**src/rtl/core/mpad_pkg.sv**
```systemverilog
`timescale 1ns / 1ps
// ----------------------------------------------------------------------------
// mpad_pkg
// Shared constants, command and register codes, and the types that pass
// between the dimmer controller and the channel cells.
// ----------------------------------------------------------------------------
package mpad_pkg;

    // Sizing
    localparam int CHANNELS  = 8;
    localparam int TIME_BITS = 20;
    localparam int DELAY_W   = 16;
    localparam int GATES_W   = 8;
    localparam int SCAN_CW   = (CHANNELS > 1) ? $clog2(CHANNELS) : 1;

    // Timing constants in microseconds, and the top brightness level
    localparam int OFF_EXTRA  = 2000;
    localparam int FAR_DELAY  = 8500;
    localparam int GROUP_TOL  = 10;
    localparam int TOP_LEVEL  = 9;
    localparam int NONE_EXTRA = 5000;
    localparam int MIN_GAP    = 10;

    // Divide by nine: floor(n * RECIP9 / 2^RECIP_SHIFT) is exact for n < 2^17
    localparam int RECIP9      = 116509;
    localparam int RECIP_SHIFT = 20;

    // Configuration reset values
    localparam int HALF_RST  = 10000;
    localparam int MIN_RST   = 500;
    localparam int DEB_RST   = 3000;
    localparam int LOST_RST  = 100000;
    localparam int PULSE_RST = 10;
    localparam int DELAY_RST = HALF_RST + OFF_EXTRA;

    // Item commands
    localparam logic [1:0] CMD_TICK    = 2'd0;
    localparam logic [1:0] CMD_SET_ONE = 2'd1;
    localparam logic [1:0] CMD_SET_ALL = 2'd2;

    // Configuration register indexes
    localparam int CFG_IDX_W = 3;
    localparam int CFG_DAT_W = 20;
    localparam logic [CFG_IDX_W-1:0] CFG_HALF  = 3'd0;
    localparam logic [CFG_IDX_W-1:0] CFG_MIN   = 3'd1;
    localparam logic [CFG_IDX_W-1:0] CFG_DEB   = 3'd2;
    localparam logic [CFG_IDX_W-1:0] CFG_LOST  = 3'd3;
    localparam logic [CFG_IDX_W-1:0] CFG_PULSE = 3'd4;

    // Running minimum handed from cell to cell
    typedef struct packed {
        logic               found;
        logic [DELAY_W-1:0] best;
    } t_scan;

    // Broadcast control from the controller to every cell
    typedef struct packed {
        logic [14:0]        half;
        logic [DELAY_W-1:0] wr_data;
        logic               clr_marks;
        logic               grp_en;
        logic [DELAY_W-1:0] target;
    } t_cell_ctl;

endpackage

```
**src/rtl/core/mpad_cell.sv**
```systemverilog
`timescale 1ns / 1ps
// ----------------------------------------------------------------------------
// mpad_cell
// One dimmer channel: holds its firing delay and fired mark, folds itself
// into the running minimum passed along the chain, and flags membership of
// the group being fired.
// ----------------------------------------------------------------------------
module mpad_cell (
    input  logic              i_clk,
    input  logic              i_rst_n,
    input  mpad_pkg::t_cell_ctl i_ctl,
    input  logic              i_wr,
    input  mpad_pkg::t_scan   i_scan,
    output mpad_pkg::t_scan   o_scan,
    output logic              o_grp
);
    import mpad_pkg::*;

    logic [DELAY_W-1:0] r_delay;
    logic               r_mark;
    t_scan              r_scan;
    logic               pending;
    logic               take;

    // Pending: not yet fired and early enough to fire in this half cycle
    assign pending = !r_mark && (r_delay < {1'b0, i_ctl.half});
    assign take    = pending && (r_delay < i_scan.best);
    assign o_grp   = pending &&
                     ({1'b0, r_delay} <= ({1'b0, i_ctl.target} + 17'(GROUP_TOL)));

    // Hold delay and fired mark
    always_ff @(posedge i_clk) begin
        if (!i_rst_n) begin
            r_delay <= DELAY_W'(DELAY_RST);
            r_mark  <= 1'b0;
        end else begin
            if (i_wr) begin
                r_delay <= i_ctl.wr_data;
            end
            if (i_ctl.clr_marks) begin
                r_mark <= 1'b0;
            end else if (i_ctl.grp_en && o_grp) begin
                r_mark <= 1'b1;
            end
        end
    end

    // Advance the running minimum to the next cell
    always_ff @(posedge i_clk) begin
        r_scan.found <= i_scan.found | take;
        r_scan.best  <= take ? r_delay : i_scan.best;
    end

    assign o_scan = r_scan;

endmodule

```
**src/rtl/core/mpad_ctrl.sv**
```systemverilog
`timescale 1ns / 1ps
// ----------------------------------------------------------------------------
// mpad_ctrl
// Dimmer sequencer: configuration registers, tick timing, firing countdown,
// gate pulse, watchdog, brightness-to-delay mapping and the result register.
// ----------------------------------------------------------------------------
module mpad_ctrl (
    input  logic                                   i_clk,
    input  logic                                   i_rst_n,
    input  logic                                   i_cfg_valid,
    output logic                                   o_cfg_ready,
    input  logic [mpad_pkg::CFG_IDX_W-1:0]         i_cfg_index,
    input  logic [mpad_pkg::CFG_DAT_W-1:0]         i_cfg_data,
    input  logic                                   i_in_valid,
    output logic                                   o_in_stall,
    input  logic [1:0]                             i_cmd,
    input  logic [2:0]                             i_channel,
    input  logic [3:0]                             i_brightness,
    input  logic                                   i_zc_edge,
    output logic                                   o_out_valid,
    input  logic                                   i_out_stall,
    output logic [mpad_pkg::GATES_W-1:0]           o_gates,
    output logic                                   o_zc_healthy,
    output logic                                   o_emergency,
    output logic                                   o_timer_armed,
    output logic [15:0]                            o_last_fire_delay,
    output mpad_pkg::t_cell_ctl                    o_ctl,
    output logic [mpad_pkg::CHANNELS-1:0]          o_wr,
    output mpad_pkg::t_scan                        o_seed,
    input  mpad_pkg::t_scan                        i_scan_end,
    input  logic [mpad_pkg::CHANNELS-1:0]          i_grp
);
    import mpad_pkg::*;

    localparam logic [3:0] S_IDLE   = 4'd0;
    localparam logic [3:0] S_TICK   = 4'd1;
    localparam logic [3:0] S_SRCH   = 4'd2;
    localparam logic [3:0] S_FIRE   = 4'd3;
    localparam logic [3:0] S_SCHED  = 4'd4;
    localparam logic [3:0] S_EDGE   = 4'd5;
    localparam logic [3:0] S_WDOG   = 4'd6;
    localparam logic [3:0] S_LV_MUL = 4'd7;
    localparam logic [3:0] S_LV_DIV = 4'd8;
    localparam logic [3:0] S_LV_WR  = 4'd9;
    localparam logic [3:0] S_DONE   = 4'd10;

    localparam logic [TIME_BITS-1:0] TIME_MAX = {TIME_BITS{1'b1}};

    // Configuration
    logic [14:0] r_half;
    logic [13:0] r_min;
    logic [15:0] r_deb;
    logic [19:0] r_lost;
    logic [7:0]  r_pulse;

    // Sequencer
    logic [3:0]         r_state, n_state;
    logic               r_after_fire, n_after_fire;
    logic               r_sched_fire, n_sched_fire;
    logic [SCAN_CW-1:0] r_wait, n_wait;

    // Captured item
    logic [1:0] r_cmd;
    logic [2:0] r_ch;
    logic [3:0] r_level;
    logic       r_edge;

    // Dimmer state
    logic [TIME_BITS-1:0] r_since, n_since;
    logic [15:0]          r_fref, n_fref;
    logic [15:0]          r_countdown, n_countdown;
    logic                 r_armed, n_armed;
    logic                 r_healthy, n_healthy;
    logic                 r_shutoff, n_shutoff;
    logic [7:0]           r_pulse_left, n_pulse_left;
    logic [CHANNELS-1:0]  r_gate, n_gate;

    // Level mapping pipeline
    logic signed [17:0] r_prod;
    logic [13:0]        r_quot;
    logic               r_neg;
    logic signed [4:0]  lv_x;
    logic signed [14:0] lv_diff;
    logic signed [19:0] lv_prod;
    logic [16:0]        lv_abs;
    logic [33:0]        lv_mul;
    logic [16:0]        lv_sum;
    logic [15:0]        lv_delay;

    // Result register
    logic               r_out_valid, n_out_valid;
    logic [GATES_W-1:0] r_o_gates;
    logic               r_o_healthy;
    logic               r_o_emerg;
    logic               r_o_armed;
    logic [15:0]        r_o_fref;

    logic        accept;
    logic        out_load;
    logic [15:0] cd_step;
    logic [15:0] gap;
    logic        zc_take;

    assign o_cfg_ready = 1'b1;
    assign o_in_stall  = (r_state != S_IDLE);
    assign accept      = i_in_valid && !o_in_stall;
    assign out_load    = (r_state == S_DONE) && (!r_out_valid || !i_out_stall);

    // Configuration writes
    always_ff @(posedge i_clk) begin
        if (!i_rst_n) begin
            r_half  <= 15'(HALF_RST);
            r_min   <= 14'(MIN_RST);
            r_deb   <= 16'(DEB_RST);
            r_lost  <= 20'(LOST_RST);
            r_pulse <= 8'(PULSE_RST);
        end else if (i_cfg_valid && o_cfg_ready) begin
            unique case (i_cfg_index)
                CFG_HALF:  r_half  <= i_cfg_data[14:0];
                CFG_MIN:   r_min   <= i_cfg_data[13:0];
                CFG_DEB:   r_deb   <= i_cfg_data[15:0];
                CFG_LOST:  r_lost  <= i_cfg_data[19:0];
                CFG_PULSE: r_pulse <= i_cfg_data[7:0];
                default: ;
            endcase
        end
    end

    // Capture the item
    always_ff @(posedge i_clk) begin
        if (accept) begin
            r_cmd   <= i_cmd;
            r_ch    <= i_channel;
            r_level <= (i_brightness > 4'(TOP_LEVEL)) ? 4'(TOP_LEVEL) : i_brightness;
            r_edge  <= i_zc_edge;
        end
    end

    // Level 1-8 delay: (9 - level) * (8500 - min) / 9 + min, rounded toward zero
    assign lv_x    = $signed({1'b0, 4'(TOP_LEVEL) - r_level});
    assign lv_diff = $signed(15'(FAR_DELAY)) - $signed({1'b0, r_min});
    assign lv_prod = lv_x * lv_diff;
    assign lv_abs  = r_prod[17] ? 17'(-r_prod) : 17'(r_prod);
    assign lv_mul  = 34'(lv_abs) * 34'(RECIP9);
    assign lv_sum  = r_neg ? ({3'b000, r_min} - {3'b000, r_quot})
                           : ({3'b000, r_min} + {3'b000, r_quot});

    always_comb begin
        if (r_level == 4'd0) begin
            lv_delay = 16'({1'b0, r_half} + 16'(OFF_EXTRA));
        end else if (r_level == 4'(TOP_LEVEL)) begin
            lv_delay = {2'b00, r_min};
        end else begin
            lv_delay = lv_sum[15:0];
        end
    end

    always_ff @(posedge i_clk) begin
        if (r_state == S_LV_MUL) begin
            r_prod <= lv_prod[17:0];
        end
        if (r_state == S_LV_DIV) begin
            r_quot <= lv_mul[RECIP_SHIFT+13:RECIP_SHIFT];
            r_neg  <= r_prod[17];
        end
    end

    // Countdown step, gap to the next group, debounced zero cross
    assign cd_step = (r_countdown != 16'd0) ? (r_countdown - 16'd1) : 16'd0;
    assign zc_take = r_edge && (r_since >= TIME_BITS'(r_deb));

    always_comb begin
        if (i_scan_end.best > r_fref) begin
            gap = i_scan_end.best - r_fref;
        end else begin
            gap = 16'd1;
        end
        if (gap < 16'(MIN_GAP)) begin
            gap = 16'(MIN_GAP);
        end
    end

    // Chain seed and broadcast control
    assign o_seed.found = 1'b0;
    assign o_seed.best  = 16'({1'b0, r_half} + 16'(NONE_EXTRA));

    always_comb begin
        o_ctl.half      = r_half;
        o_ctl.wr_data   = lv_delay;
        o_ctl.clr_marks = (r_state == S_EDGE) && zc_take;
        o_ctl.grp_en    = (r_state == S_FIRE) && i_scan_end.found;
        o_ctl.target    = i_scan_end.best;
        for (int k = 0; k < CHANNELS; k++) begin
            o_wr[k] = (r_state == S_LV_WR) &&
                      ((r_cmd == CMD_SET_ALL) ||
                       ((r_cmd == CMD_SET_ONE) && (int'(r_ch) == k)));
        end
    end

    // Sequencer and dimmer state update
    always_comb begin
        n_state      = r_state;
        n_after_fire = r_after_fire;
        n_sched_fire = r_sched_fire;
        n_wait       = '0;
        n_since      = r_since;
        n_fref       = r_fref;
        n_countdown  = r_countdown;
        n_armed      = r_armed;
        n_healthy    = r_healthy;
        n_shutoff    = r_shutoff;
        n_pulse_left = r_pulse_left;
        n_gate       = r_gate;
        n_out_valid  = r_out_valid && i_out_stall;

        unique case (r_state)
            S_IDLE: begin
                if (accept) begin
                    priority if (i_cmd == CMD_TICK) begin
                        n_state = S_TICK;
                    end else if (i_cmd == CMD_SET_ONE || i_cmd == CMD_SET_ALL) begin
                        n_state = S_LV_MUL;
                    end else begin
                        n_state = S_DONE;
                    end
                end
            end
            S_TICK: begin
                // advance time, run out the pulse, step the countdown
                if (r_since != TIME_MAX) begin
                    n_since = r_since + 1'b1;
                end
                if (r_pulse_left != 8'd0) begin
                    n_pulse_left = r_pulse_left - 8'd1;
                    if (r_pulse_left == 8'd1) begin
                        n_gate = '0;
                    end
                end
                if (r_armed) begin
                    n_countdown = cd_step;
                end
                if (r_armed && cd_step == 16'd0) begin
                    n_after_fire = 1'b1;
                    n_state      = S_SRCH;
                end else begin
                    n_state = S_EDGE;
                end
            end
            S_SRCH: begin
                // wait for the minimum to travel the whole chain
                if (r_wait == SCAN_CW'(CHANNELS - 1)) begin
                    n_state = r_after_fire ? S_FIRE : S_SCHED;
                end else begin
                    n_wait = r_wait + 1'b1;
                end
            end
            S_FIRE: begin
                if (!i_scan_end.found) begin
                    n_armed = 1'b0;
                    n_state = S_EDGE;
                end else begin
                    if (r_pulse != 8'd0) begin
                        n_gate       = r_gate | i_grp;
                        n_pulse_left = r_pulse;
                    end
                    n_fref       = i_scan_end.best;
                    n_after_fire = 1'b0;
                    n_sched_fire = 1'b1;
                    n_state      = S_SRCH;
                end
            end
            S_SCHED: begin
                if (!i_scan_end.found) begin
                    n_armed = 1'b0;
                end else begin
                    n_countdown = gap;
                    n_armed     = 1'b1;
                end
                n_state = r_sched_fire ? S_EDGE : S_WDOG;
            end
            S_EDGE: begin
                if (zc_take) begin
                    n_since   = '0;
                    n_healthy = 1'b1;
                    n_fref    = 16'd0;
                    if (!r_shutoff) begin
                        n_after_fire = 1'b0;
                        n_sched_fire = 1'b0;
                        n_state      = S_SRCH;
                    end else begin
                        n_state = S_WDOG;
                    end
                end else begin
                    n_state = S_WDOG;
                end
            end
            S_WDOG: begin
                // drop everything on zero-cross loss, recover when it returns
                if (r_since > TIME_BITS'(r_lost)) begin
                    if (r_healthy) begin
                        n_healthy    = 1'b0;
                        n_shutoff    = 1'b1;
                        n_armed      = 1'b0;
                        n_pulse_left = 8'd0;
                        n_gate       = '0;
                    end
                end else begin
                    n_healthy = 1'b1;
                    n_shutoff = 1'b0;
                end
                n_state = S_DONE;
            end
            S_LV_MUL: n_state = S_LV_DIV;
            S_LV_DIV: n_state = S_LV_WR;
            S_LV_WR:  n_state = S_DONE;
            S_DONE: begin
                if (out_load) begin
                    n_out_valid = 1'b1;
                    n_state     = S_IDLE;
                end
            end
            default: n_state = S_IDLE;
        endcase
    end

    // Hold control state
    always_ff @(posedge i_clk) begin
        if (!i_rst_n) begin
            r_state      <= S_IDLE;
            r_after_fire <= 1'b0;
            r_sched_fire <= 1'b0;
            r_wait       <= '0;
            r_since      <= '0;
            r_fref       <= 16'd0;
            r_countdown  <= 16'd0;
            r_armed      <= 1'b0;
            r_healthy    <= 1'b0;
            r_shutoff    <= 1'b0;
            r_pulse_left <= 8'd0;
            r_gate       <= '0;
            r_out_valid  <= 1'b0;
        end else begin
            r_state      <= n_state;
            r_after_fire <= n_after_fire;
            r_sched_fire <= n_sched_fire;
            r_wait       <= n_wait;
            r_since      <= n_since;
            r_fref       <= n_fref;
            r_countdown  <= n_countdown;
            r_armed      <= n_armed;
            r_healthy    <= n_healthy;
            r_shutoff    <= n_shutoff;
            r_pulse_left <= n_pulse_left;
            r_gate       <= n_gate;
            r_out_valid  <= n_out_valid;
        end
    end

    // Load the result item
    always_ff @(posedge i_clk) begin
        if (out_load) begin
            r_o_gates   <= (r_pulse_left != 8'd0) ? GATES_W'(r_gate) : '0;
            r_o_healthy <= r_healthy;
            r_o_emerg   <= r_shutoff;
            r_o_armed   <= r_armed;
            r_o_fref    <= r_fref;
        end
    end

    assign o_out_valid       = r_out_valid;
    assign o_gates           = r_o_gates;
    assign o_zc_healthy      = r_o_healthy;
    assign o_emergency       = r_o_emerg;
    assign o_timer_armed     = r_o_armed;
    assign o_last_fire_delay = r_o_fref;

`ifndef SYNTHESIS
    a_shutoff_disarms: assert property (@(posedge i_clk) disable iff (!i_rst_n)
        r_shutoff |-> !r_armed)
        else $error("countdown armed during emergency shutoff");

    a_gate_needs_pulse: assert property (@(posedge i_clk) disable iff (!i_rst_n)
        (r_pulse_left == 8'd0) |-> (r_gate == '0))
        else $error("gate mask left set with no pulse running");

    a_armed_nonzero: assert property (@(posedge i_clk) disable iff (!i_rst_n)
        (r_state == S_IDLE && r_armed) |-> (r_countdown != 16'd0))
        else $error("armed countdown at zero between items");

    a_accept_starts: assert property (@(posedge i_clk) disable iff (!i_rst_n)
        accept |=> (r_state != S_IDLE))
        else $error("accepted item did not start processing");
`endif

endmodule

```
**src/rtl/core/multichannel_phase_angle_dimmer.sv**
```systemverilog
`timescale 1ns / 1ps
// A set command runs the level map through its multiply, divide and write states.
// A tick that fires and takes a zero-cross edge needs three chain searches;
// each search is one pass of the minimum down the cells. One item at a time:
// the next item is accepted once the result is loaded into the output register.
// Reset: synchronous, clears all control state, sets every channel off and every
// configuration register to its default; no clearing pass.
// ----------------------------------------------------------------------------
// multichannel_phase_angle_dimmer
// Phase-angle triac dimmer for several channels, driven by microsecond ticks,
// built as a sequencer over a chain of channel cells.
// ----------------------------------------------------------------------------
module multichannel_phase_angle_dimmer (
    input  logic                            i_clk,
    input  logic                            i_rst_n,
    input  logic                            i_cfg_valid,
    output logic                            o_cfg_ready,
    input  logic [mpad_pkg::CFG_IDX_W-1:0]  i_cfg_index,
    input  logic [mpad_pkg::CFG_DAT_W-1:0]  i_cfg_data,
    input  logic                            i_in_valid,
    output logic                            o_in_stall,
    input  logic [1:0]                      i_cmd,
    input  logic [2:0]                      i_channel,
    input  logic [3:0]                      i_brightness,
    input  logic                            i_zc_edge,
    output logic                            o_out_valid,
    input  logic                            i_out_stall,
    output logic [mpad_pkg::GATES_W-1:0]    o_gates,
    output logic                            o_zc_healthy,
    output logic                            o_emergency,
    output logic                            o_timer_armed,
    output logic [15:0]                     o_last_fire_delay
);
    import mpad_pkg::*;

    t_cell_ctl           ctl;
    logic [CHANNELS-1:0] wr;
    logic [CHANNELS-1:0] grp;
    t_scan               link [CHANNELS+1];

    // Sequencer
    mpad_ctrl u_ctrl (
        .i_clk             (i_clk),
        .i_rst_n           (i_rst_n),
        .i_cfg_valid       (i_cfg_valid),
        .o_cfg_ready       (o_cfg_ready),
        .i_cfg_index       (i_cfg_index),
        .i_cfg_data        (i_cfg_data),
        .i_in_valid        (i_in_valid),
        .o_in_stall        (o_in_stall),
        .i_cmd             (i_cmd),
        .i_channel         (i_channel),
        .i_brightness      (i_brightness),
        .i_zc_edge         (i_zc_edge),
        .o_out_valid       (o_out_valid),
        .i_out_stall       (i_out_stall),
        .o_gates           (o_gates),
        .o_zc_healthy      (o_zc_healthy),
        .o_emergency       (o_emergency),
        .o_timer_armed     (o_timer_armed),
        .o_last_fire_delay (o_last_fire_delay),
        .o_ctl             (ctl),
        .o_wr              (wr),
        .o_seed            (link[0]),
        .i_scan_end        (link[CHANNELS]),
        .i_grp             (grp)
    );

    // Chain of channel cells
    for (genvar k = 0; k < CHANNELS; k++) begin : g_cell
        mpad_cell u_cell (
            .i_clk   (i_clk),
            .i_rst_n (i_rst_n),
            .i_ctl   (ctl),
            .i_wr    (wr[k]),
            .i_scan  (link[k]),
            .o_scan  (link[k+1]),
            .o_grp   (grp[k])
        );
    end

endmodule

```
**config.mk**
```make
export PLATFORM = sky130hd
export DESIGN_NAME = multichannel_phase_angle_dimmer
export DESIGN_NICKNAME = d
export VERILOG_FILES = /design/src/rtl/core/mpad_pkg.sv /design/src/rtl/core/mpad_cell.sv /design/src/rtl/core/mpad_ctrl.sv /design/src/rtl/core/multichannel_phase_angle_dimmer.sv
export SDC_FILE = /design/constraint.sdc
export NUM_CORES = 2
export LEC_CHECK = 0
export ABC_AREA = 0
export BUFFER_PORTS_ARGS = -buffer_cell sky130_fd_sc_hd__clkbuf_2
export CAP_MARGIN = 10
export CELL_PAD_IN_SITES_DETAIL_PLACEMENT = 1
export CELL_PAD_IN_SITES_GLOBAL_PLACEMENT = 1
export CORE_MARGIN = 8
export CORE_UTILIZATION = 40
export CTS_BUF_LIST = sky130_fd_sc_hd__clkbuf_8 sky130_fd_sc_hd__clkbuf_16
export DETAILED_ROUTE_END_ITERATION = 16
export MAX_ROUTING_LAYER = met4
export PLACE_DENSITY = 0.75
export REMOVE_ABC_BUFFERS = 1
export SLEW_MARGIN = 20
export SYNTH_ARGS = -nofsm -noshare
export SYNTH_HDL_FRONTEND = slang
export SYNTH_SLANG_ARGS = --single-unit
export TNS_END_PERCENT = 100
```
**constraint.sdc**
```tcl
create_clock -name i_clk -period 12.55 [get_ports i_clk]
set_input_delay 0.6275 -clock i_clk [delete_from_list [all_inputs] [get_ports i_clk]]
set_output_delay 0.6275 -clock i_clk [all_outputs]
set_load 0.01 [all_outputs]
```
==> results.cfg <==
[outcome]
status = completed

[synth]
synth-xor-area-share_pct = 3.81
async_flop_share_pct = 0
synth-seq-cells = 496
synth-edff-count = 70
synth_simple_gate_area_share_pct = 14.3
synth_top_family_by_area = adder cells
yosys.area.top_type = dfxtp_1
avgSynthCellArea_um2 = 8.95
synth_adder_area_share_pct = 26.3
yosys-top-cells-area = dfxtp_1 (23%), ha_1 (21%), edfxtp_1 (5.7%), fa_1 (5.1%), inv_1 (4.7%)
syn_inst = 4131
dominantRegCellSynth = dfxtp_1
synth-compound-area-share_pct = 16.8
syn_area_um2 = 37000
synth.area.mux_share_pct = 3.84
synth-seq-area-share_pct = 28.7
yosysTopAreaCellShare_pct = 23.1
synth_warnings = 0
ys_types = 98

[timing]
fmax_ghz = 0.130
hold_violations = 0
finalCritPeriodShare_pct = 61.1
max_slew_margin_pct = 16.2
setup_viol = 0
rsz0062_at_grt = no
fin_crit_ps = 7670
skew_ps = 40.9
fin_setup_tns_ps = 0
setup_ws_ps = 4880
worst_pin_slew_ps = 1260
timing.final.max_slew_violations = 0

[worst_setup_path]
cp.arrival_ps = 8050
critPathLaunchType = flop
worstSetupPathType = reg2reg
cp.required_ps = 12920
cp-startpoint = u_ctrl.r_prod[2]
reg2reg_from = u_ctrl.r_prod[2]
crit_fanout = 5
end_kind = flop

[routing]
routed_wl_mm = 122
drc_errors = 0
vias_per_cell = 5.74
drt_pass1_iterations = 5
ant_nets = 0
route.vias.total = 31000
routedWlPerCell_um = 22.6
drt_iter0_drc = 2176

[power]
power.leakage_nw = 18.4
total_power_mw = 8.20
ir_drop_mv = 0.374
p_per_area_nw_per_um2 = 202

[place]
post-place-ws_ps = 4910
dpl.hpwl_mm = 91.1
placement.cell_area_um2 = 38700
io_buffers = 66
routabilityCongestion = 0.920

[floorplan]
die_area_um2 = 102000
num_io_pins = 68
rows = 111
chipHeight_um = 320
core_area_um2 = 91700
dieWidth_um = 320
start_util_pct = 40.3

[global_route]
grt_pass1_vias = 32200
grt_first_pass_wirelength_mm = 190
grt_max_degree = 67
grtUsageTotal_pct = 24.1
overflow = 0
antenna_found_initial = 2

[job]
drv_cap = 0

[layout]
regArea_um2 = 10600
final_common_cell = ha_1
stdcell_area_um2 = 40600
layout_common_cells = ha_1 (625), inv_1 (473), dfxtp_1 (426), nand2_1 (313), a21oi_1 (282)
finish.utilization_pct = 44.3
drive_gt1_share_pct = 9.28
area_growth_pct = 9.83
multi_input_area_um2 = 24200
final_nets = 4933
fillers = 10800
diodes = 0

[clocking]
worstSkewPairLatency_ps = 650
postCtsHoldBufs = 0
cts_tree = done
post-cts-setup-buffer-count = 0
cts_made_buffers = 56
htree_num_levels = 2
clock-sinks = 496
cts_root_buf = clkbuf_16
clk_path_buf_depth = 3
cts_resized = 0
clkTransAtPathRegs_ps = 60

[hold_path]
hold_path.class = in2reg
min_from = i_channel[2]
## area by class of cell
class,instances,share of cell area (%)
multi-input combinational,3046,59.5
sequential,496,26.2
inverter,463,4.29
clock buffer,65,3.81
tap,1186,3.65
timing repair buffer,112,1.72
clock inverter,40,0.826
## Yosys cell counts, drive strengths merged (32+ instances only)
| library cell | instances |
|---|---|
| a211oi | 86 |
| a21o | 134 |
| a21oi | 301 |
| a31oi | 33 |
| and2 | 37 |
| clkbuf | 100 |
| dfxtp | 426 |
| edfxtp | 70 |
| fa | 95 |
| ha | 625 |
| inv | 463 |
| mux2 | 110 |
| nand2 | 324 |
| nand2b | 50 |
| nand3 | 98 |
| nand4 | 57 |
| nor2 | 250 |
| nor2b | 49 |
| nor3 | 83 |
| o211ai | 49 |
| o21a | 32 |
| o21ai | 172 |
| xnor2 | 119 |
| xor2 | 41 |
## registers in the layout (all words and copies together), names as in the netlist, 14 cells and up
signal / cells
u_ctrl.r_countdown: 16
g_cell.u_cell.r_delay: 128
u_ctrl.r_deb: 16
u_ctrl.r_fref: 16
u_ctrl.r_min: 14
u_ctrl.r_half: 15
u_ctrl.r_lost: 20
u_ctrl.r_quot: 14
u_ctrl.r_since: 20
u_ctrl.o_last_fire_delay: 16
u_ctrl.r_prod: 18
g_cell.u_cell.o_scan: 136
## per-layer routing
metal	vias to the layer above	wire length, µm	track usage [%]
met1	15500	56100	31.3
met4	0	4730	8.22
met3	229	6000	3.22
li1	14600	-	-
met5	-	0	-
met2	662	55400	38.4
## metrics by stage
stage                     cells  hold slack (ps)
after floorplan            4005              386
after global placement     5299              398
after detailed placement   5300              402
after CTS                  5405              127
after global routing       5408              145
final                      5408              159
## critical path: stages (launching register included)
cell and delay [ps]:
edfxtp_1 470, or4_1 620, o41ai_1 500, xnor2_1 290, xnor2_1 320, ha_1 340, ha_1 310, inv_1 80
fa_1 490, inv_1 60, fa_1 500, fa_1 540, inv_1 50, fa_1 530, inv_1 40, ha_1 280
nand4_1 130, or2_2 330, a21oi_1 160, a221oi_1 100, a211oi_1 450, o21ai_0 190, a21boi_1 340, o22ai_1 170
xnor2_1 140
## cells by family after synthesis
| kind of cell | after synthesis |
|---|---|
| muxes | 125 |
| DFF | 496 |
| other | 1 |
| adders and majority gates | 722 |
| buffers and inverters | 589 |
| xor gates and xnor gates | 160 |
| AOI/OAI and AO/OA | 957 |
| and+or+nand+nor | 1081 |
## worst paths after layout
check                                     end  slack, ps  depth (start not counted)
setup / recovery             u_ctrl.r_quot[7]       4880                         24
hold / removal                 u_ctrl.r_ch[2]        160                          1
setup reg to reg             u_ctrl.r_quot[7]       4880                         24
hold reg to reg   g_cell[3].u_cell.o_scan[16]        410                          1
## power by group
group / switching, mW / internal, mW / leakage, nW / total, mW
registers: 0.185 / 1.88 / 4.11 / 2.06
logic: 2.70 / 1.75 / 13.3 / 4.45
clock network: 0.728 / 0.965 / 0.980 / 1.69
Power figures use the tool's default switching activity.
